[src/hdl/ppd_pkg.sv]
// ============================================================================
// ppd_pkg: shared types and constants for the point polar and distance block
// Holds the stage payload structs, datapath widths and the arctangent table.
// ============================================================================
`default_nettype none

package ppd_pkg;

    localparam int COORD_W     = 16;
    localparam int MAG_W       = 16;
    localparam int SQ_W        = 32;
    localparam int RAD_W       = 34;
    localparam int REM_W       = 21;
    localparam int ROOT_W      = 17;
    localparam int DP_W        = 64;
    localparam int Z_W         = 34;
    localparam int CORDIC_ITER = 32;
    localparam int SQRT_STEPS  = 17;
    localparam int NORM_TOP    = 58;
    localparam int ANGLE_W     = 17;
    localparam int RADIUS_W    = 16;
    localparam int DIST_W      = 17;

    typedef struct packed {
        logic [SQ_W-1:0]  sq_px;
        logic [SQ_W-1:0]  sq_py;
        logic [SQ_W-1:0]  sq_dx;
        logic [SQ_W-1:0]  sq_dy;
        logic [MAG_W-1:0] ax;
        logic [MAG_W-1:0] ay;
        logic             x_neg;
        logic             y_neg;
        logic             same;
    } ppd_front_t;

    typedef struct packed {
        logic [RAD_W-1:0]  src;
        logic [REM_W-1:0]  rem;
        logic [ROOT_W-1:0] root;
    } ppd_sqrt_t;

    typedef struct packed {
        logic signed [DP_W-1:0] cx;
        logic signed [DP_W-1:0] cy;
        logic signed [Z_W-1:0]  z;
        ppd_sqrt_t              rad;
        ppd_sqrt_t              dst;
        logic                   x_neg;
        logic                   y_neg;
        logic                   origin;
        logic                   same;
    } ppd_cell_t;

    // atan(2^-i) in units of 2*pi / 2^32, rounded to nearest.
    function automatic logic signed [Z_W-1:0] arc_angle(input int unsigned idx);
        logic signed [Z_W-1:0] v;
        case (idx)
            0:       v = 34'sd536870912;
            1:       v = 34'sd316933406;
            2:       v = 34'sd167458907;
            3:       v = 34'sd85004756;
            4:       v = 34'sd42667331;
            5:       v = 34'sd21354465;
            6:       v = 34'sd10679838;
            7:       v = 34'sd5340245;
            8:       v = 34'sd2670163;
            9:       v = 34'sd1335087;
            10:      v = 34'sd667544;
            11:      v = 34'sd333772;
            12:      v = 34'sd166886;
            13:      v = 34'sd83443;
            14:      v = 34'sd41722;
            15:      v = 34'sd20861;
            16:      v = 34'sd10430;
            17:      v = 34'sd5215;
            18:      v = 34'sd2608;
            19:      v = 34'sd1304;
            20:      v = 34'sd652;
            21:      v = 34'sd326;
            22:      v = 34'sd163;
            23:      v = 34'sd81;
            24:      v = 34'sd41;
            25:      v = 34'sd20;
            26:      v = 34'sd10;
            27:      v = 34'sd5;
            28:      v = 34'sd3;
            29:      v = 34'sd1;
            30:      v = 34'sd1;
            default: v = 34'sd0;
        endcase
        return v;
    endfunction

endpackage

`default_nettype wire

[src/hdl/ppd_front.sv]
// ============================================================================
// ppd_front: magnitudes and squares
// Takes absolute values of the point and of the point-to-reference offset and
// registers their squares.
// ============================================================================
`default_nettype none

module ppd_front (
    input  wire logic                              clk,
    input  wire logic                              en,
    input  wire logic signed [ppd_pkg::COORD_W-1:0] point_x,
    input  wire logic signed [ppd_pkg::COORD_W-1:0] point_y,
    input  wire logic signed [ppd_pkg::COORD_W-1:0] ref_x,
    input  wire logic signed [ppd_pkg::COORD_W-1:0] ref_y,
    output ppd_pkg::ppd_front_t                    q
);
    import ppd_pkg::*;

    ppd_front_t            q_reg;
    ppd_front_t            q_next;
    logic signed [COORD_W:0] diff_x;
    logic signed [COORD_W:0] diff_y;
    logic [COORD_W:0]      abs_px;
    logic [COORD_W:0]      abs_py;
    logic [COORD_W:0]      abs_dx;
    logic [COORD_W:0]      abs_dy;

    always_comb
    begin
        diff_x = {point_x[COORD_W-1], point_x} - {ref_x[COORD_W-1], ref_x};
        diff_y = {point_y[COORD_W-1], point_y} - {ref_y[COORD_W-1], ref_y};
        abs_px = point_x[COORD_W-1] ? -{1'b1, point_x} : {1'b0, point_x};
        abs_py = point_y[COORD_W-1] ? -{1'b1, point_y} : {1'b0, point_y};
        abs_dx = diff_x[COORD_W] ? -diff_x : diff_x;
        abs_dy = diff_y[COORD_W] ? -diff_y : diff_y;
        q_next.ax    = abs_px[MAG_W-1:0];
        q_next.ay    = abs_py[MAG_W-1:0];
        q_next.sq_px = abs_px[MAG_W-1:0] * abs_px[MAG_W-1:0];
        q_next.sq_py = abs_py[MAG_W-1:0] * abs_py[MAG_W-1:0];
        q_next.sq_dx = abs_dx[MAG_W-1:0] * abs_dx[MAG_W-1:0];
        q_next.sq_dy = abs_dy[MAG_W-1:0] * abs_dy[MAG_W-1:0];
        q_next.x_neg = point_x[COORD_W-1];
        q_next.y_neg = point_y[COORD_W-1];
        q_next.same  = (point_x == ref_x) && (point_y == ref_y);
    end

    always_ff @(posedge clk)
    begin
        if (en)
        begin
            q_reg <= q_next;
        end
    end

    assign q = q_reg;

endmodule

`default_nettype wire

[config.mk]
export PLATFORM = sky130hd
export DESIGN_NAME = ppd_front
export DESIGN_NICKNAME = d
export VERILOG_FILES = /design/src/hdl/ppd_pkg.sv /design/src/hdl/ppd_front.sv
export SDC_FILE = /design/constraint.sdc
export NUM_CORES = 2
export LEC_CHECK = 0
export BUFFER_PORTS_ARGS = -buffer_cell sky130_fd_sc_hd__buf_2
export CORE_MARGIN = 2
export CORE_UTILIZATION = 40
export DETAILED_ROUTE_END_ITERATION = 12
export HOLD_SLACK_MARGIN = 0.02
export PLACE_DENSITY = 0.58
export SETUP_SLACK_MARGIN = 0.4
export SLEW_MARGIN = 20
export SYNTH_ARGS = -nofsm -noshare
export SYNTH_HDL_FRONTEND = slang
export SYNTH_SLANG_ARGS = --single-unit
[constraint.sdc]
create_clock -name clk -period 11.27 [get_ports clk]
set_input_delay 0.5635 -clock clk [delete_from_list [all_inputs] [get_ports clk]]
set_output_delay 0.5635 -clock clk [all_outputs]
set_load 0.02 [all_outputs]
; ---- After elaboration in Yosys (flattened, before gate mapping)
; Cells that the tools add are included.
[op_classes]
addsub = 6
n_mul = 4
eq_ne = 2
n_mux = 4
n_reduce_logical = 1
[ops]
columns = operator, count
row1 = 16-bit by 16-bit multiplier with 32-bit output, 4
row2 = 16-bit 2-to-1 mux, 4
row3 = 16-bit negation, 4
row4 = 16-bit by 16-bit subtractor with 17-bit output, 2
row5 = 16-bit equality test, 2
row6 = 1-bit logical AND, 1
[word_totals]
reg_bits = 163
inputBits = 66
out_inout_bits = 163
elab_cells = 26

; ---- Longest topological paths before layout
[logic_depth]
depth_word = 4
mapped_depth = 41
depth_no_buf = 38

; ---- Worst setup path after synthesis
; OpenSTA, ideal clock, no wires.
[synth_path]
kind = input -> register
start = input point_x[0] in the netlist's numbering
end = register q_reg (netlist bit q[98]), data pin
setup_time_ns = 0.268
t_arrival_ns = 9.120
required_time_ns = 11.002
path_slack_ns = 1.882
path_stages = 36
path_buffers = 2
path_cell_list = clkbuf_1 -> inv_1 -> clkbuf_1 -> ha_1 -> nor2b_1 -> o31a_1 -> o31a_1 -> o41a_1 -> o21a_1 -> o211ai_1 -> nand2b_1 -> nand2_1 -> xor2_1 -> clkinv_1 -> nand2_1 -> fa_1 -> fa_1 -> inv_1 -> fa_1 -> fa_1 -> fa_1 -> inv_1 -> fa_1 -> inv_1 -> ha_1 -> a21o_1 -> a21o_1 -> a21oi_1 -> nor2_1 -> nor3_1 -> o31ai_1 -> a21o_1 -> a21oi_1 -> nor2_1 -> o41ai_1 -> xnor3_1
[synth_lines]
columns = element, line
row1 = from (decl), ppd_front.sv:11  ; input wire logic signed [ppd_pkg::COORD_W-1:0] point_x,
row2 = to (signal assigned), ppd_front.sv:51  ; q_reg <= q_next;
row3 = to (decl), ppd_front.sv:19  ; ppd_front_t q_reg;

==> results.json <==
{
  "outcome": "finished clean",
  "clkTransAtPathRegs_ps": 80,
  "grt_pass1_wl_um": 142000,
  "drive_above_1_share_pct": 9.02,
  "async_reset_ff_share_pct": 0,
  "hold_viol": 0,
  "numCtsBuffers": 17,
  "tightest_slew_ps": 1190,
  "netlist_top_cells_area": "fa_1 (37%), ha_1 (15%), edfxtp_1 (13%)",
  "grt_pass1_vias": 27275,
  "postCtsHoldBufs": 0,
  "synth_seq_area_share_pct": 13.3,
  "ys_top_cells_by_count": "inv_1 (1011), fa_1 (656), ha_1 (414)",
  "synth-xor-area-share_pct": 4.97,
  "grt_overflow": 0,
  "fp.dieW_um": 302,
  "worstHoldPathType": "in -> reg",
  "min_period_over_period_pct": 87.8,
  "route.detailed.drc": 0,
  "nNetsFinal": 5237,
  "cp_max_fo": 11,
  "synth_top_cell_area_share_pct": 37.0,
  "synthesis.area_um2": 35500,
  "crit_path_end_kind": "flip-flop",
  "drt_pass1_iterations": 6,
  "synth_area_per_cell_um2": 9.31,
  "cts_setup_buffers": 0,
  "period_needed_ps": 9890,
  "htreeDepth": 4,
  "synthSimpleGateAreaFrac_pct": 11.0,
  "crit_end": "q[66]$_DFFE_PP_",
  "vias": 25630,
  "cpMostUsedCell": "fa_1",
  "cts.sinks": 157,
  "crit_slowest_cell": "a2111oi_0",
  "numPortBuffers": 224,
  "fill_cells": 8716,
  "synth_most_common_cell": "inv_1",
  "drt-initial-drc-count": 1337,
  "setup_viol": 0,
  "synth_top_family_by_area": "adder cells",
  "grt_max_degree": 60,
  "largest_reg_flops": 157,
  "num_rows": 109,
  "wirelength_um": 85400,
  "ios": 229,
  "max_slew_margin_pct": 20.1,
  "synth_ff_type": "edfxtp_1",
  "cts_buffer_depth": 2,
  "gp_congestion": 0.903,
  "setup-tns-final_ps": 0,
  "arrival_ps": 10180,
  "synthMuxAreaShare_pct": 0.176,
  "die_h_um": 302,
  "core-area_um2": 88200,
  "synth_edf_count": 157,
  "synthAdderAreaFrac_pct": 51.5,
  "syn-instance-count": 3816,
  "ys_seq_elements": 157,
  "crit_type": "in -> reg",
  "drtAntennaViolNets": 0,
  "rsz0062_at_grt": "false",
  "cts_tree": "done",
  "slew_violations": 0,
  "max_stage_delay_ps": 570,
  "ys_warn_count": 0,
  "synth-compound-area-share_pct": 7.32,
  "root_buffer": "clkbuf_16",
  "die-area_um2": 91200,
  "ys_types": 77,
  "worstPathRequired_ps": 11550,
  "grt_util_all_layers_pct": 19.9,
  "viasPerCell": 4.85,
  "startpoint": "point_y[0]",
  "hold_ws_ps": 438,
  "max_freq_mhz": 101,
  "yosysTopAreaCell": "fa_1",
  "cts_resized": 0,
  "place_hpwl_um": 72200,
  "wl_per_cell_um": 16.2,
  "start_util_pct": 40.3,
  "maxCapViolCount": 0,
  "startpoint_type": "input port",
  "area_growth_pct": 10.1,
  "grt_antenna_before_repair": 7
}
==> how the worst min path moves through the flow <==
stage / from / to / slack [ps] / cells after the start
floorplan: point_x[0] / q[131]$_DFFE_PP_ / 660 / 0
global placement: point_x[0] / q[131]$_DFFE_PP_ / 960 / 1
global route: point_x[0] / q[131]$_DFFE_PP_ / 410 / 1
detailed placement: point_x[0] / q[131]$_DFFE_PP_ / 970 / 1
CTS: point_x[0] / q[131]$_DFFE_PP_ / 390 / 1
finish: point_x[0] / q[131]$_DFFE_PP_ / 440 / 1
==> cells by family (layout without fill, tap and decap cells) <==
kind of cell / after synthesis / in the layout
other cells: 2 / 29
compound gates: 402 / 402
xor+xnor: 196 / 196
fa+ha+maj: 1070 / 1070
mux: 6 / 6
flops: 157 / 157
buf+inv: 1099 / 1371
simple gates: 884 / 884
==> critical path, delay by kind of cell <==
family,cells,cell delay [ps]
and+or+nand+nor,6,1400
AOI/OAI and AO/OA,11,2640
adders and majority gates,9,3850
xor gates and xnor gates,3,740
buffers and inverters,6,930
==> layout make-up <==
cell class	instances	area [um^2]	share of cell area, %
clock buffer	17	425	1.09
timing repair buffer	294	1660	4.23
clock inverter	15	199	0.508
antenna	1	2.50	0.00639
sequential	157	4710	12.0
tap	1165	1460	3.72
multi-input combinational	2586	26800	68.4
inverter	1045	3920	10.0
==> per-layer routing <==
| metal | routed length [um] | vias to the layer above | GRT usage [%] |
|---|---|---|---|
| li1 | - | 12279 | - |
| met1 | 38400 | 12610 | 27.1 |
| met3 | 4730 | 83 | 3.00 |
| met4 | 1330 | 6 | 4.80 |
| met5 | 36 | - | 0 |
| met2 | 40900 | 652 | 33.4 |
==> layout by cell type, fill, tap and decap left out, drive strengths merged, types with 5 or more instances in the layout <==
cell	synthesis	routed
o21bai	22	22
o31a	5	5
nor4	6	6
o211ai	12	12
or2	17	17
o21a	23	23
nand3	33	33
conb	2	28
xnor2	131	131
or3	15	15
edfxtp	157	157
o31ai	18	18
o21ai	73	73
nand2b	38	38
a211oi	13	13
inv	1018	1026
buf	9	293
or4	5	5
nand3b	7	7
xor2	64	64
o41ai	6	6
a21o	50	50
a31oi	12	12
ha	414	414
nor3	42	42
nand2	296	296
and2	19	19
clkinv	27	29
nor2b	21	21
a21oi	123	123
clkbuf	45	18
nand4	12	12
and3	11	11
a21boi	6	6
nor2	350	350
fa	656	656
==> per-stage QoR <==
step	area [um^2]	instances	utilization, %	setup slack, ps
global route	39100	5279	44.3	738
floorplan	35600	3842	-	1880
CTS	39100	5279	44.3	1380
global placement	38500	5247	43.6	1130
finish	39100	5280	44.4	1380
detailed placement	38500	5247	43.6	825
Power is left out: the tool's default activity adds up to more than one toggle a clock period on the data nets, which glitch-free logic cannot reach.
