## src/hdl/ppd_pkg.sv

```systemverilog
// ============================================================================
// ppd_pkg: shared types and constants for the point polar and distance block
// Holds the stage payload structs, datapath widths and the arctangent table.
// ============================================================================
`default_nettype none

package ppd_pkg;

    localparam int COORD_W     = 16;
    localparam int MAG_W       = 16;
    localparam int SQ_W        = 32;
    localparam int RAD_W       = 34;
    localparam int REM_W       = 21;
    localparam int ROOT_W      = 17;
    localparam int DP_W        = 64;
    localparam int Z_W         = 34;
    localparam int CORDIC_ITER = 32;
    localparam int SQRT_STEPS  = 17;
    localparam int NORM_TOP    = 58;
    localparam int ANGLE_W     = 17;
    localparam int RADIUS_W    = 16;
    localparam int DIST_W      = 17;

    typedef struct packed {
        logic [SQ_W-1:0]  sq_px;
        logic [SQ_W-1:0]  sq_py;
        logic [SQ_W-1:0]  sq_dx;
        logic [SQ_W-1:0]  sq_dy;
        logic [MAG_W-1:0] ax;
        logic [MAG_W-1:0] ay;
        logic             x_neg;
        logic             y_neg;
        logic             same;
    } ppd_front_t;

    typedef struct packed {
        logic [RAD_W-1:0]  src;
        logic [REM_W-1:0]  rem;
        logic [ROOT_W-1:0] root;
    } ppd_sqrt_t;

    typedef struct packed {
        logic signed [DP_W-1:0] cx;
        logic signed [DP_W-1:0] cy;
        logic signed [Z_W-1:0]  z;
        ppd_sqrt_t              rad;
        ppd_sqrt_t              dst;
        logic                   x_neg;
        logic                   y_neg;
        logic                   origin;
        logic                   same;
    } ppd_cell_t;

    // atan(2^-i) in units of 2*pi / 2^32, rounded to nearest.
    function automatic logic signed [Z_W-1:0] arc_angle(input int unsigned idx);
        logic signed [Z_W-1:0] v;
        case (idx)
            0:       v = 34'sd536870912;
            1:       v = 34'sd316933406;
            2:       v = 34'sd167458907;
            3:       v = 34'sd85004756;
            4:       v = 34'sd42667331;
            5:       v = 34'sd21354465;
            6:       v = 34'sd10679838;
            7:       v = 34'sd5340245;
            8:       v = 34'sd2670163;
            9:       v = 34'sd1335087;
            10:      v = 34'sd667544;
            11:      v = 34'sd333772;
            12:      v = 34'sd166886;
            13:      v = 34'sd83443;
            14:      v = 34'sd41722;
            15:      v = 34'sd20861;
            16:      v = 34'sd10430;
            17:      v = 34'sd5215;
            18:      v = 34'sd2608;
            19:      v = 34'sd1304;
            20:      v = 34'sd652;
            21:      v = 34'sd326;
            22:      v = 34'sd163;
            23:      v = 34'sd81;
            24:      v = 34'sd41;
            25:      v = 34'sd20;
            26:      v = 34'sd10;
            27:      v = 34'sd5;
            28:      v = 34'sd3;
            29:      v = 34'sd1;
            30:      v = 34'sd1;
            default: v = 34'sd0;
        endcase
        return v;
    endfunction

endpackage

`default_nettype wire

```

## src/hdl/ppd_cell.sv

```systemverilog
// ============================================================================
// ppd_cell: one cell of the rotation and square-root chain
// Does one vectoring rotation and, in the first cells, one root digit for
// each of the two distances.
// ============================================================================
`default_nettype none

module ppd_cell #(
    parameter int IDX = 0
) (
    input  wire logic               clk,
    input  wire logic               en,
    input  wire ppd_pkg::ppd_cell_t d,
    output ppd_pkg::ppd_cell_t      q
);
    import ppd_pkg::*;

    ppd_cell_t              q_reg;
    ppd_cell_t              q_next;
    logic signed [DP_W-1:0] dx;
    logic signed [DP_W-1:0] dy;

    function automatic ppd_sqrt_t root_digit(input ppd_sqrt_t s);
        ppd_sqrt_t        r;
        logic [REM_W-1:0] rem_sh;
        logic [REM_W-1:0] trial;
        rem_sh = {s.rem[REM_W-3:0], s.src[RAD_W-1:RAD_W-2]};
        trial  = {{(REM_W-ROOT_W-2){1'b0}}, s.root, 2'b01};
        r.src  = {s.src[RAD_W-3:0], 2'b00};
        if (rem_sh >= trial)
        begin
            r.rem  = rem_sh - trial;
            r.root = {s.root[ROOT_W-2:0], 1'b1};
        end
        else
        begin
            r.rem  = rem_sh;
            r.root = {s.root[ROOT_W-2:0], 1'b0};
        end
        return r;
    endfunction

    always_comb
    begin
        q_next = d;
        dx = d.cx >>> IDX;
        dy = d.cy >>> IDX;
        if (!d.cy[DP_W-1])
        begin
            q_next.cx = d.cx + dy;
            q_next.cy = d.cy - dx;
            q_next.z  = d.z + arc_angle(IDX);
        end
        else
        begin
            q_next.cx = d.cx - dy;
            q_next.cy = d.cy + dx;
            q_next.z  = d.z - arc_angle(IDX);
        end
        if (IDX < SQRT_STEPS)
        begin
            q_next.rad = root_digit(d.rad);
            q_next.dst = root_digit(d.dst);
        end
    end

    always_ff @(posedge clk)
    begin
        if (en)
        begin
            q_reg <= q_next;
        end
    end

    assign q = q_reg;

endmodule

`default_nettype wire

```

## config.mk

```make
export PLATFORM = sky130hd
export DESIGN_NAME = ppd_cell
export DESIGN_NICKNAME = d
export VERILOG_FILES = /design/src/hdl/ppd_pkg.sv /design/src/hdl/ppd_cell.sv
export SDC_FILE = /design/constraint.sdc
export NUM_CORES = 1
export LEC_CHECK = 0
export BUFFER_PORTS_ARGS = -buffer_cell sky130_fd_sc_hd__buf_2
export CAP_MARGIN = 20
export CORE_ASPECT_RATIO = 1.25
export CORE_MARGIN = 4
export CORE_UTILIZATION = 30
export CTS_CLUSTER_SIZE = 16
export DETAILED_ROUTE_END_ITERATION = 7
export GPL_ROUTABILITY_DRIVEN = 0
export PLACE_DENSITY = 0.51
export SLEW_MARGIN = 40
export SYNTH_ARGS = -nofsm -noshare
export SYNTH_HDL_FRONTEND = slang
export SYNTH_SLANG_ARGS = --single-unit
```

## constraint.sdc

```tcl
create_clock -name clk -period 5.25 [get_ports clk]
set_clock_uncertainty 0.05 [all_clocks]
set_input_delay 1.3125 -clock clk [delete_from_list [all_inputs] [get_ports clk]]
set_output_delay 1.3125 -clock clk [all_outputs]
set_load 0.1 [all_outputs]
```

Word level (Yosys, flattened, before mapping). Cells that the tools add are included.

Magnitude comparators: 2. $add $sub $neg: 7. Muxes and demuxes: 3.

Operator list (count): 2-to-1 mux 162 bit (1); subtractor 64 bit (2); 2-to-1 mux 38 bit (2); adder 64 bit (1); >= comparator 21 x 19 -> 1 bit (2); subtractor 21 x 19 -> 21 bit (2); adder 34 x 31 -> 34 bit, second input constant (1); subtractor 34 x 31 -> 34 bit, second input constant (1).

Bits of input ports: 312. Register bits after elaboration: 306. Output and inout bits: 310. Word-level logic and storage cells: 25.

Logic depth before layout (Yosys ltp).
Word-level depth: 2. Mapped depth: 15. Depth with buffers taken out: 14.

Worst setup path after synthesis. OpenSTA, ideal clock, no wires.

Path type: input to register. From: input d[182] in the netlist's numbering. To: register q_reg, in the netlist q[308], data pin. Required time: 4.937 ns. Library setup time: 0.263 ns. Cell stages on the path: 13. Data arrival time: 3.870 ns. Slack: 1.067 ns. Path buffers: 0. Cell sequence: ha_1 > fa_1 > nor2b_1 > o311ai_0 > a221oi_1 > o211ai_1 > a2111o_1 > nand3_1 > a21oi_1 > o21ai_1 > a31o_2 > a2bb2oi_1 > xor2_1.

RTL lines: start: declaration (RTL line ppd_cell.sv:13) `input wire ppd_pkg::ppd_cell_t d,`; end signal: assignment (RTL line ppd_cell.sv:71) `q_reg <= q_next;`; end: declaration (RTL line ppd_cell.sv:18) `ppd_cell_t q_reg;`.

==> flow_metrics.py <==
metrics = {
    "status": {
        "status": "complete, no violations",
    },
    "route": {
        "antenna_left": 0,
        "vias": 22415,
        "wl_um": 99200,
        "first_pass_iters": 5,
        "vias_per_cell": 5.15,
        "route.detailed.drc": 0,
        "wl_per_cell_um": 22.8,
        "first_iter_violations": 1451,
    },
    "die": {
        "core_area_um2": 78700,
        "ioPinCount": 622,
        "dieArea_um2": 84000,
        "initial_core_util": 0.303,
        "die_width_um": 260,
        "chipHeight_um": 323,
        "rows": 115,
    },
    "place": {
        "hpwl_um": 81800,
        "post_dp_cell_area_um2": 29000,
        "portBuffers": 613,
    },
    "yosys": {
        "ys_seq_area_frac": 0.384,
        "yosys_warnings": 0,
        "syn_area_per_cell_um2": 9.33,
        "synth_cell_types": 94,
        "synth_area_um2": 23800,
        "async_reset_ff_frac": 0,
        "ys_ff_latch": 305,
        "postSynthCellCount": 2553,
        "synth_edf_count": 305,
        "synth_flop_cell": "edfxtp_1",
    },
    "global_routing": {
        "overflow": 0,
        "grt_start_max_net_pins": 93,
        "grt_use_total": 0.222,
        "antenna_found_initial": 33,
        "first_global_vias": 22249,
        "grt_pass1_wl_um": 141000,
    },
    "timing": {
        "setup_viol": 0,
        "fin_crit_ns": 4.71,
        "slew_viol_final": 0,
        "rsz0062_at_grt": "no",
        "slew_headroom": 0.450,
        "fmax_mhz": 212,
        "worst_pin_slew_ns": 0.824,
        "finalCritPeriodShare": 0.897,
        "setup-tns-final_ns": 0,
        "finalHoldViolCount": 0,
    },
    "setup_path": {
        "cp_data_arrival_time_ns": 4.97,
        "criticalPathCategory": "input port to flop",
        "path_max_fanout": 3,
        "path_depth": 18,
        "worstPathRequired_ns": 5.51,
        "cpMostUsedCell": "buf_4",
        "crit_end": "q[308]$_DFFE_PP_",
        "worst-path-buf-inv": 5,
        "cp-startpoint": "d[182]",
        "path_cells": "buf_2 > ha_1 > fa_1 > nor2b_1 > o311ai_0 > buf_4 > a221oi_1 > buf_4 > o211ai_1 > buf_4 > a2111o_1 > nand3_1 > a21oi_1 > buf_4 > o21ai_1 > a31o_2 > a2bb2oi_1 > xor2_1",
        "cpPeakStageDelay_ns": 0.38,
        "worst_path_max_delay_cell": "fa_1",
        "path_delay_family": "compound AO/OA/AOI/OAI gates",
        "endpoint_kind": "flop",
        "critPathLaunchType": "input port",
    },
    "hold_path": {
        "hp-class": "input port to flop",
    },
    "power": {
        "power_switching_uw": 5100,
        "p_sw_frac": 0.470,
        "pwr_density_cell_nw_per_um2": 359,
        "pwr-share-clk": 0.245,
        "leakagePower_uw": 0.0134,
        "seqPwrFrac": 0.295,
        "p_int_uw": 5750,
        "p_comb_frac": 0.460,
        "ir_drop_mv": 0.269,
    },
    "cts": {
        "cts_tree": "built",
        "hold_buffers": 0,
        "clock_sinks": 305,
        "cts_buffers": 38,
        "root_buffer": "clkbuf_16",
        "cts_htree_levels": 2,
        "post-cts-setup-buffers": 0,
        "clock_path_buffers": 3,
        "cts.repair.resized": 0,
        "clk_pin_slew_worst_paths_ns": 0.06,
    },
    "finish": {
        "fin_util": 0.384,
        "fin_nets": 3821,
        "stdcell_area_um2": 30200,
        "drive_gt1_frac": 0.267,
        "largest_reg_flops": 305,
        "area_delta_synth_final_pct": 26.9,
        "fillerInstances": 8267,
    },
    "run": {
        "cap_viol_max_count": 0,
    },
}
[cell type report]
type	instances	area, um^2	share of cell area
diodes	12	30.0	0.000994
clock buffers	45	998	0.0330
clock inverters	23	243	0.00803
inverters	251	943	0.0312
multi-input cells	1898	13300	0.439
flip-flops and latches	305	9160	0.303
well taps	1053	1320	0.0436
repair buffers	764	4270	0.141
[per-stage QoR]
| stage | worst slack, ns | hold slack, ns | instances | total power [uW] |
|---|---|---|---|---|
| floorplan | 1.07 | 1.36 | 2556 | 6930 |
| global placement | 0.0675 | 1.44 | 4271 | 8230 |
| detailed placement | 0.0564 | 1.44 | 4271 | 8220 |
| CTS | 0.626 | 0.810 | 4339 | 11000 |
| global route | 0.430 | 0.823 | 4345 | 11300 |
| finish | 0.543 | 0.859 | 4351 | 10800 |
[how the worst min path moves through the flow]
stage | cells past startpoint | to | startpoint
6_report | 1 | q[50]$_DFFE_PP_ | d[48]
5_1_grt | 1 | q[147]$_DFFE_PP_ | d[145]
4_1_cts | 1 | q[147]$_DFFE_PP_ | d[145]
3_5_place_dp | 1 | q[160]$_DFFE_PP_ | d[160]
3_3_place_gp | 1 | q[127]$_DFFE_PP_ | d[125]
2_1_floorplan | 0 | q[0]$_DFFE_PP_ | d[0]
[power by group through the flow]
stage | registers [uW] | logic (uW) | clock network (uW)
finish | 3200 | 4990 | 2660
floorplan | 5510 | 1420 | 0
global placement | 3250 | 4970 | 0
CTS | 3210 | 4990 | 2760
detailed placement | 3250 | 4970 | 0
global route | 3230 | 5210 | 2860
[placed cells by master, fill, tap and decap left out, types with 33 or more instances in the layout]
cell type / count
buf_2: 611
a21oi_1: 327
edfxtp_1: 305
ha_1: 247
inv_1: 238
nor2_1: 183
o21ai_0: 156
buf_4: 147
xnor2_1: 141
nand2_1: 135
a21o_1: 62
o21bai_1: 60
nor3_1: 49
nand3_1: 40
clkbuf_16: 39
nand4_1: 36
mux2i_1: 35
o31ai_1: 34
o21a_1: 33
[kinds of logic after synthesis]
group / after synthesis / synth area share
AO/OA/AOI/OAI: 863 / 0.229
other: 1 / 0.000157
XOR/XNOR: 164 / 0.0603
buffers and inverters: 353 / 0.0592
AND/OR/NAND/NOR: 576 / 0.117
multiplexers: 40 / 0.0171
adder cells (fa/ha/maj): 251 / 0.133
flip-flops: 305 / 0.384
[metal layers]
| layer | vias up | GRT usage | share of wire |
|---|---|---|---|
| met3 | 228 | 0.0500 | 0.074 |
| met4 | 18 | 0.0912 | 0.045 |
| li1 | 10685 | - | - |
| met5 | - | 0 | 0.0011 |
| met1 | 10589 | 0.231 | 0.35 |
| met2 | 895 | 0.429 | 0.53 |
[Yosys cell counts (5+ instances only)]
cell	instances	area share
buf_4	10	0.0032
o21ai_2	5	0.0018
inv_1	239	0.038
nor2b_1	22	0.0058
a21oi_1	328	0.069
clkinv_1	8	0.0013
or3_1	10	0.0026
o21ai_1	16	0.0034
a31o_2	5	0.0018
xor2_1	23	0.0085
or4_1	5	0.0016
a2111oi_0	8	0.0029
o21ai_0	156	0.033
o31a_1	6	0.0022
mux2_2	5	0.0024
edfxtp_1	305	0.38
a221oi_1	8	0.0029
nand4_1	36	0.0095
o41ai_1	5	0.0018
a21o_1	62	0.020
o211ai_1	13	0.0041
o21bai_1	60	0.019
a211oi_1	14	0.0044
o2111ai_1	5	0.0018
or2_2	6	0.0016
nand2b_1	20	0.0053
and3_1	10	0.0026
a211o_1	7	0.0026
nor3_1	49	0.010
nor2_1	183	0.029
a21boi_0	8	0.0025
mux2i_1	35	0.015
nand2_1	135	0.021
ha_1	247	0.13
nor4_1	24	0.0063
nand3_1	40	0.0084
o21a_1	33	0.010
and2_1	6	0.0016
o31ai_1	34	0.011
a31oi_1	28	0.0074
buf_2	26	0.0055
buf_1	13	0.0020
clkbuf_1	51	0.0080
xnor2_1	141	0.052
Note: power is estimated with default switching activity, not from simulation.
