`src/hdl/ppd_pkg.sv`:
```
// ============================================================================
// ppd_pkg: shared types and constants for the point polar and distance block
// Holds the stage payload structs, datapath widths and the arctangent table.
// ============================================================================
`default_nettype none

package ppd_pkg;

    localparam int COORD_W     = 16;
    localparam int MAG_W       = 16;
    localparam int SQ_W        = 32;
    localparam int RAD_W       = 34;
    localparam int REM_W       = 21;
    localparam int ROOT_W      = 17;
    localparam int DP_W        = 64;
    localparam int Z_W         = 34;
    localparam int CORDIC_ITER = 32;
    localparam int SQRT_STEPS  = 17;
    localparam int NORM_TOP    = 58;
    localparam int ANGLE_W     = 17;
    localparam int RADIUS_W    = 16;
    localparam int DIST_W      = 17;

    typedef struct packed {
        logic [SQ_W-1:0]  sq_px;
        logic [SQ_W-1:0]  sq_py;
        logic [SQ_W-1:0]  sq_dx;
        logic [SQ_W-1:0]  sq_dy;
        logic [MAG_W-1:0] ax;
        logic [MAG_W-1:0] ay;
        logic             x_neg;
        logic             y_neg;
        logic             same;
    } ppd_front_t;

    typedef struct packed {
        logic [RAD_W-1:0]  src;
        logic [REM_W-1:0]  rem;
        logic [ROOT_W-1:0] root;
    } ppd_sqrt_t;

    typedef struct packed {
        logic signed [DP_W-1:0] cx;
        logic signed [DP_W-1:0] cy;
        logic signed [Z_W-1:0]  z;
        ppd_sqrt_t              rad;
        ppd_sqrt_t              dst;
        logic                   x_neg;
        logic                   y_neg;
        logic                   origin;
        logic                   same;
    } ppd_cell_t;

    // atan(2^-i) in units of 2*pi / 2^32, rounded to nearest.
    function automatic logic signed [Z_W-1:0] arc_angle(input int unsigned idx);
        logic signed [Z_W-1:0] v;
        case (idx)
            0:       v = 34'sd536870912;
            1:       v = 34'sd316933406;
            2:       v = 34'sd167458907;
            3:       v = 34'sd85004756;
            4:       v = 34'sd42667331;
            5:       v = 34'sd21354465;
            6:       v = 34'sd10679838;
            7:       v = 34'sd5340245;
            8:       v = 34'sd2670163;
            9:       v = 34'sd1335087;
            10:      v = 34'sd667544;
            11:      v = 34'sd333772;
            12:      v = 34'sd166886;
            13:      v = 34'sd83443;
            14:      v = 34'sd41722;
            15:      v = 34'sd20861;
            16:      v = 34'sd10430;
            17:      v = 34'sd5215;
            18:      v = 34'sd2608;
            19:      v = 34'sd1304;
            20:      v = 34'sd652;
            21:      v = 34'sd326;
            22:      v = 34'sd163;
            23:      v = 34'sd81;
            24:      v = 34'sd41;
            25:      v = 34'sd20;
            26:      v = 34'sd10;
            27:      v = 34'sd5;
            28:      v = 34'sd3;
            29:      v = 34'sd1;
            30:      v = 34'sd1;
            default: v = 34'sd0;
        endcase
        return v;
    endfunction

endpackage

`default_nettype wire

```
`src/hdl/ppd_back.sv`:
```
// ============================================================================
// ppd_back: angle finish and output register
// Clamps the first-quadrant angle, mirrors it into the point's quadrant and
// rounds it to the output step.
// ============================================================================
`default_nettype none

module ppd_back (
    input  wire logic                            clk,
    input  wire logic                            en,
    input  wire ppd_pkg::ppd_cell_t              d,
    output logic        [ppd_pkg::RADIUS_W-1:0]  radius,
    output logic signed [ppd_pkg::ANGLE_W-1:0]   angle,
    output logic        [ppd_pkg::DIST_W-1:0]    ref_distance,
    output logic                                 same_point
);
    import ppd_pkg::*;

    localparam logic signed [Z_W-1:0] QUARTER = 34'sd1073741824;
    localparam logic signed [Z_W-1:0] HALF    = 34'sd2147483648;
    localparam logic signed [Z_W-1:0] ROUND   = 34'sd32768;

    logic        [RADIUS_W-1:0] radius_reg;
    logic        [RADIUS_W-1:0] radius_next;
    logic signed [ANGLE_W-1:0]  angle_reg;
    logic signed [ANGLE_W-1:0]  angle_next;
    logic        [DIST_W-1:0]   dist_reg;
    logic        [DIST_W-1:0]   dist_next;
    logic                       same_reg;
    logic                       same_next;
    logic signed [Z_W-1:0]      zc;
    logic signed [Z_W-1:0]      full;
    logic signed [Z_W-1:0]      rounded;

    always_comb
    begin
        if (d.z < 0)
        begin
            zc = '0;
        end
        else if (d.z > QUARTER)
        begin
            zc = QUARTER;
        end
        else
        begin
            zc = d.z;
        end
        if (!d.x_neg)
        begin
            full = d.y_neg ? -zc : zc;
        end
        else
        begin
            full = d.y_neg ? (zc - HALF) : (HALF - zc);
        end
        rounded     = full + ROUND;
        angle_next  = d.origin ? '0 : rounded[32:16];
        radius_next = d.rad.root[RADIUS_W-1:0];
        dist_next   = d.dst.root;
        same_next   = d.same;
    end

    always_ff @(posedge clk)
    begin
        if (en)
        begin
            radius_reg <= radius_next;
            angle_reg  <= angle_next;
            dist_reg   <= dist_next;
            same_reg   <= same_next;
        end
    end

    assign radius       = radius_reg;
    assign angle        = angle_reg;
    assign ref_distance = dist_reg;
    assign same_point   = same_reg;

endmodule

`default_nettype wire

```
`config.mk`:
```
export PLATFORM = sky130hd
export DESIGN_NAME = ppd_back
export DESIGN_NICKNAME = d
export VERILOG_FILES = /design/src/hdl/ppd_pkg.sv /design/src/hdl/ppd_back.sv
export SDC_FILE = /design/constraint.sdc
export NUM_CORES = 1
export LEC_CHECK = 0
export BUFFER_PORTS_ARGS = -buffer_cell sky130_fd_sc_hd__clkbuf_2
export CAP_MARGIN = 20
export CORE_AREA = 10 10 133 135
export CTS_CLUSTER_DIAMETER = 200
export CTS_CLUSTER_SIZE = 30
export DETAILED_ROUTE_END_ITERATION = 6
export DIE_AREA = 0 0 143 145
export REMOVE_ABC_BUFFERS = 1
export SLEW_MARGIN = 15
export SYNTH_ARGS = -nofsm -noshare
export SYNTH_HDL_FRONTEND = slang
export SYNTH_SLANG_ARGS = --single-unit
```
`constraint.sdc`:
```
create_clock -name clk -period 3.6 [get_ports clk]
set_clock_uncertainty 0.15 [all_clocks]
set_input_delay 0.18 -clock clk [delete_from_list [all_inputs] [get_ports clk]]
set_output_delay 0.18 -clock clk [all_outputs]
set_load 0.02 [all_outputs]
```
After elaboration in Yosys (flattened, before gate mapping). Index checks and enable logic that the tools add are counted.

Flip-flop bits (word level): 51. Output and inout port bits: 51. Input port bits: 312.

Order comparisons: 2. Muxes and demuxes: 5. $add $sub $neg: 4.

Operator list (number): $mux W33 (5); $gt A34 B32 Y1 const B (1); $lt A34 B1 Y1 const B (1); $add A33 B17 Y33 const B (1); $neg A33 Y33 (1); $sub A33 B33 Y33 const A (1); $sub A33 B33 Y33 const B (1).

Logic depth before layout (Yosys ltp).
Word-level depth: 7. Gate-level depth with buffers: 11.

Worst setup path before layout. No wires, ideal clock.

Path type: input to register. Start point: input d[155] (netlist bit). End point: register angle_reg[15] (netlist: angle[15]) (data pin). Arrival time: 2652 ps. Stages on the path: 11. Data required time: 3188 ps. Path buffers: 2. Setup slack: 536 ps. Cell sequence: nor4_1 > and4_1 > buf_2 > a31oi_2 > buf_2 > nor2_1 > ha_1 > nor3b_2 > nand4bb_2 > nor4_2 > mux2_1.

Word-level cells in the longest chain between the ends: 7. Elaborated cells between the ends (all ways): 11.

Ends and longest elaborated chain: start: declaration (line ppd_back.sv:11) `input wire ppd_pkg::ppd_cell_t d,`; $gt A34 B32 Y1 (line ppd_back.sv:41) `else if (d.z > QUARTER)`; $mux W33 (line ppd_back.sv:41); $mux W33 (*) (line ppd_back.sv:37) `if (d.z < 0)`; $neg A33 Y33 or $sub A33 B33 Y33 (tied branches) (line ppd_back.sv:51, ppd_back.sv:55); $mux W33, on equally long branches (line ppd_back.sv:51, ppd_back.sv:55); $mux W33 (*) (line ppd_back.sv:49) `if (!d.x_neg)`; $add A33 B17 Y33 (*) (line ppd_back.sv:57) `rounded = full + ROUND;`; end signal: assignment (line ppd_back.sv:69) `angle_reg <= angle_next;`; end: declaration (line ppd_back.sv:25) `logic signed [ANGLE_W-1:0] angle_reg;`.

Mark *: on every way between the ends. The rest lies on a longest branch, timed or not. A chain may end at the register's enable or synchronous reset.

Worst setup path after layout.
Start point: input d[148] (netlist bit). End point: register angle_reg[15] (netlist: angle[15]) (data pin).

The elaborated chain is that of the path after synthesis.

==> results_dict.tcl <==
set metrics [dict create \
    min_path_type "input pin to flip-flop" \
    first_global_vias 2663 \
    floorplan.io_pins 363 \
    finalHoldViolations 0 \
    synth_xor_xnor_area_share_pct 6.81 \
    max-vdd-ir-drop_mv 0.262 \
    initial_utilization_pct 18.0 \
    synthesis.yosys.warnings 0 \
    drc 0 \
    synthMuxAreaShare_pct 1.90 \
    fin_nets 703 \
    cts.clk_slew.worst_paths_ns 0.07 \
    tightest_slew_ns 0.905 \
    syn-cell-area_mm2 0.00270 \
    cp_max_fo 7 \
    worst_ep_required_time_ns 3.50 \
    drv_slew 0 \
    ant_nets 0 \
    dieWidth_um 143 \
    critPathCaptureType "flip-flop" \
    number_of_stages_on_the_worst_hold_path 2 \
    fp-row-count 45 \
    portBuffers 123 \
    drt-initial-drc-count 127 \
    wl_per_cell_um 16.8 \
    yosys.cell_count.top_type "sky130_fd_sc_hd__edfxtp_1" \
    synthesis.instances 226 \
    setup.worst_path.class "input pin to flip-flop" \
    via_per_inst 4.26 \
    grt_antenna_before_repair 1 \
    tritoncts "done" \
    h-tree-depth 2 \
    outcome "finished clean" \
    clk_path_buf_depth 2 \
    dieArea_mm2 0.0207 \
    synthesis.area_per_instance_um2 11.9 \
    core_footprint_mm2 0.0150 \
    count_of_flip_flops_with_a_built_in_enable_after_synthesis 51 \
    rsz0062_at_grt "no" \
    drive_above_1_share_pct 39.4 \
    synth_fa_ha_area_share_pct 0.463 \
    grt_first_pass_wirelength_um 15000 \
    synth_cell_type_count 52 \
    die_y_um 145 \
    final.period_utilization_pct 83.7 \
    detailedPlacementHpwl_um 8080 \
    numCtsBuffers 5 \
    ys_seq_elements 51 \
    synth_area_leaders "sky130_fd_sc_hd__edfxtp_1 (57%), sky130_fd_sc_hd__xnor2_1 (3.9%), sky130_fd_sc_hd__nor2_1 (3.3%), sky130_fd_sc_hd__xor2_1 (2.9%), sky130_fd_sc_hd__a21oi_1 (2.0%)" \
    fin_crit_ns 3.01 \
    setup_tns_ns 0 \
    layout-area-overhead-vs-synth_pct 50.3 \
    cell_accounting_for_the_most_synthesized_area "sky130_fd_sc_hd__edfxtp_1" \
    combinational_family_with_the_most_area_after_synthesis "simple AND/OR/NAND/NOR gates" \
    async_reset_ff_share_pct 0 \
    place.gp.congestion 0.865 \
    synth_common_cells "sky130_fd_sc_hd__edfxtp_1 (51), sky130_fd_sc_hd__nor2_1 (24), sky130_fd_sc_hd__xnor2_1 (12)" \
    power.static_leakage_nw 1.61 \
    synth_simple_gate_area_share_pct 22.8 \
    min_to "angle[16]$_SDFFCE_PP0P_" \
    tritoncts_num_sinks 51 \
    cp.arrival_ns 2.91 \
    pwr_density_cell_mw_per_mm2 370 \
    cp-start-kind "input pin" \
    post_cts_resize_count 0 \
    num_vias 2470 \
    grt_start_max_net_pins 37 \
    synth_top_area_share_pct 56.7 \
    max-slew-margin-rel_pct 39.7 \
    synth_compound_gate_area_share_pct 10.1 \
    ys.flop_type "sky130_fd_sc_hd__edfxtp_1" \
    cts.root.buffer_cell "sky130_fd_sc_hd__clkbuf_16" \
    hold_path_startpoint "d[2]" \
    drt_pre_antenna_iters 4 \
    holdWs_ns 0.174 \
    globalRouteTotalUtil_pct 9.45 \
    detail_route.wirelength_um 9730 \
    cap_viol_max_count 0 \
    gr-total-overflow 0 \
    clock.fmax_mhz 332 \
    synth_sequential_area_ratio_pct 56.7 \
    setup_viol 0 \
]
## cell families after synthesis
group,Yosys count
and+or+nand+nor,101
DFF,51
AOI/OAI and AO/OA,39
xor gates and xnor gates,21
buffers and inverters,8
muxes,5
adders and majority gates,1
## where the power goes
part,switching (mW),internal (mW)
Sequential,0.0126,0.701
Clock,0.218,0.257
Combinational,0.186,0.127
Total,0.416,1.08
## timing repair
item / CTS / global route
endpoints found under the hold margin: 34 / 0
setup buffers: 0 / 0
hold buffers: 34 / 0
## cell usage in the layout (no fill, tap or decap), types with 6 or more instances in the layout
master and n:
sky130_fd_sc_hd__a21oi_1 11, sky130_fd_sc_hd__buf_4 6, sky130_fd_sc_hd__clkbuf_2 123, sky130_fd_sc_hd__dlygate4sd3_1 34, sky130_fd_sc_hd__edfxtp_1 51, sky130_fd_sc_hd__nand2_1 11, sky130_fd_sc_hd__nand3_1 11, sky130_fd_sc_hd__nor2_1 24
sky130_fd_sc_hd__nor3_1 9, sky130_fd_sc_hd__nor4_1 6, sky130_fd_sc_hd__xnor2_1 12, sky130_fd_sc_hd__xor2_1 9
## final cells by class
cell class / count / area [um^2]
clock buffer: 5 / 125
fill: 1573 / 11000
tap: 188 / 235
multi-input combinational: 167 / 1140
clock inverter: 3 / 20.0
inverter: 2 / 7.51
timing repair buffer: 163 / 1000
sequential: 51 / 1530
antenna: 1 / 2.50
## worst max-delay path, cell delays in order
cell and delay [ns]:
sky130_fd_sc_hd__clkbuf_2 0.09, sky130_fd_sc_hd__nor4_1 0.58, sky130_fd_sc_hd__and4_1 0.48, sky130_fd_sc_hd__a31oi_2 0.17, sky130_fd_sc_hd__nor2_1 0.15, sky130_fd_sc_hd__ha_1 0.18
sky130_fd_sc_hd__nor3b_2 0.23, sky130_fd_sc_hd__nand4bb_2 0.20, sky130_fd_sc_hd__nor4_2 0.29, sky130_fd_sc_hd__mux2_1 0.35
## how the worst max path moves through the flow
| stage | start | end | slack, ns | cells after the start |
|---|---|---|---|---|
| floorplan | d[155] | angle[15]$_SDFFCE_PP0P_ | 0.58 | 9 |
| global placement | d[155] | angle[15]$_SDFFCE_PP0P_ | 0.34 | 10 |
| detailed placement | d[148] | angle[15]$_SDFFCE_PP0P_ | 0.28 | 10 |
| CTS | d[148] | angle[15]$_SDFFCE_PP0P_ | 0.61 | 10 |
| global route | d[155] | angle[15]$_SDFFCE_PP0P_ | 0.27 | 11 |
| finish | d[148] | angle[15]$_SDFFCE_PP0P_ | 0.59 | 10 |
## layer usage
layer	vias to the layer above	share of wire, %	track usage [%]
met5	-	0	0
met4	0	1.4	3.35
met3	10	11	4.60
met2	110	45	14.1
met1	1150	43	11.5
li1	1200	-	-
## metrics by stage
stage | total power [mW] | setup WS (ns) | instance area, um^2 | utilization, % | instances
final | 1.50 | 0.588 | 4060 | 27.0 | 580
after global routing | 1.58 | 0.267 | 4060 | 27.0 | 579
after CTS | 1.53 | 0.613 | 4060 | 27.0 | 579
after detailed placement | 1.01 | 0.280 | 3570 | 23.8 | 537
after global placement | 1.01 | 0.341 | 3570 | 23.8 | 537
after floorplan | 0.867 | 0.580 | 2680 | - | 220
Note: power is estimated with default switching activity, not from simulation.
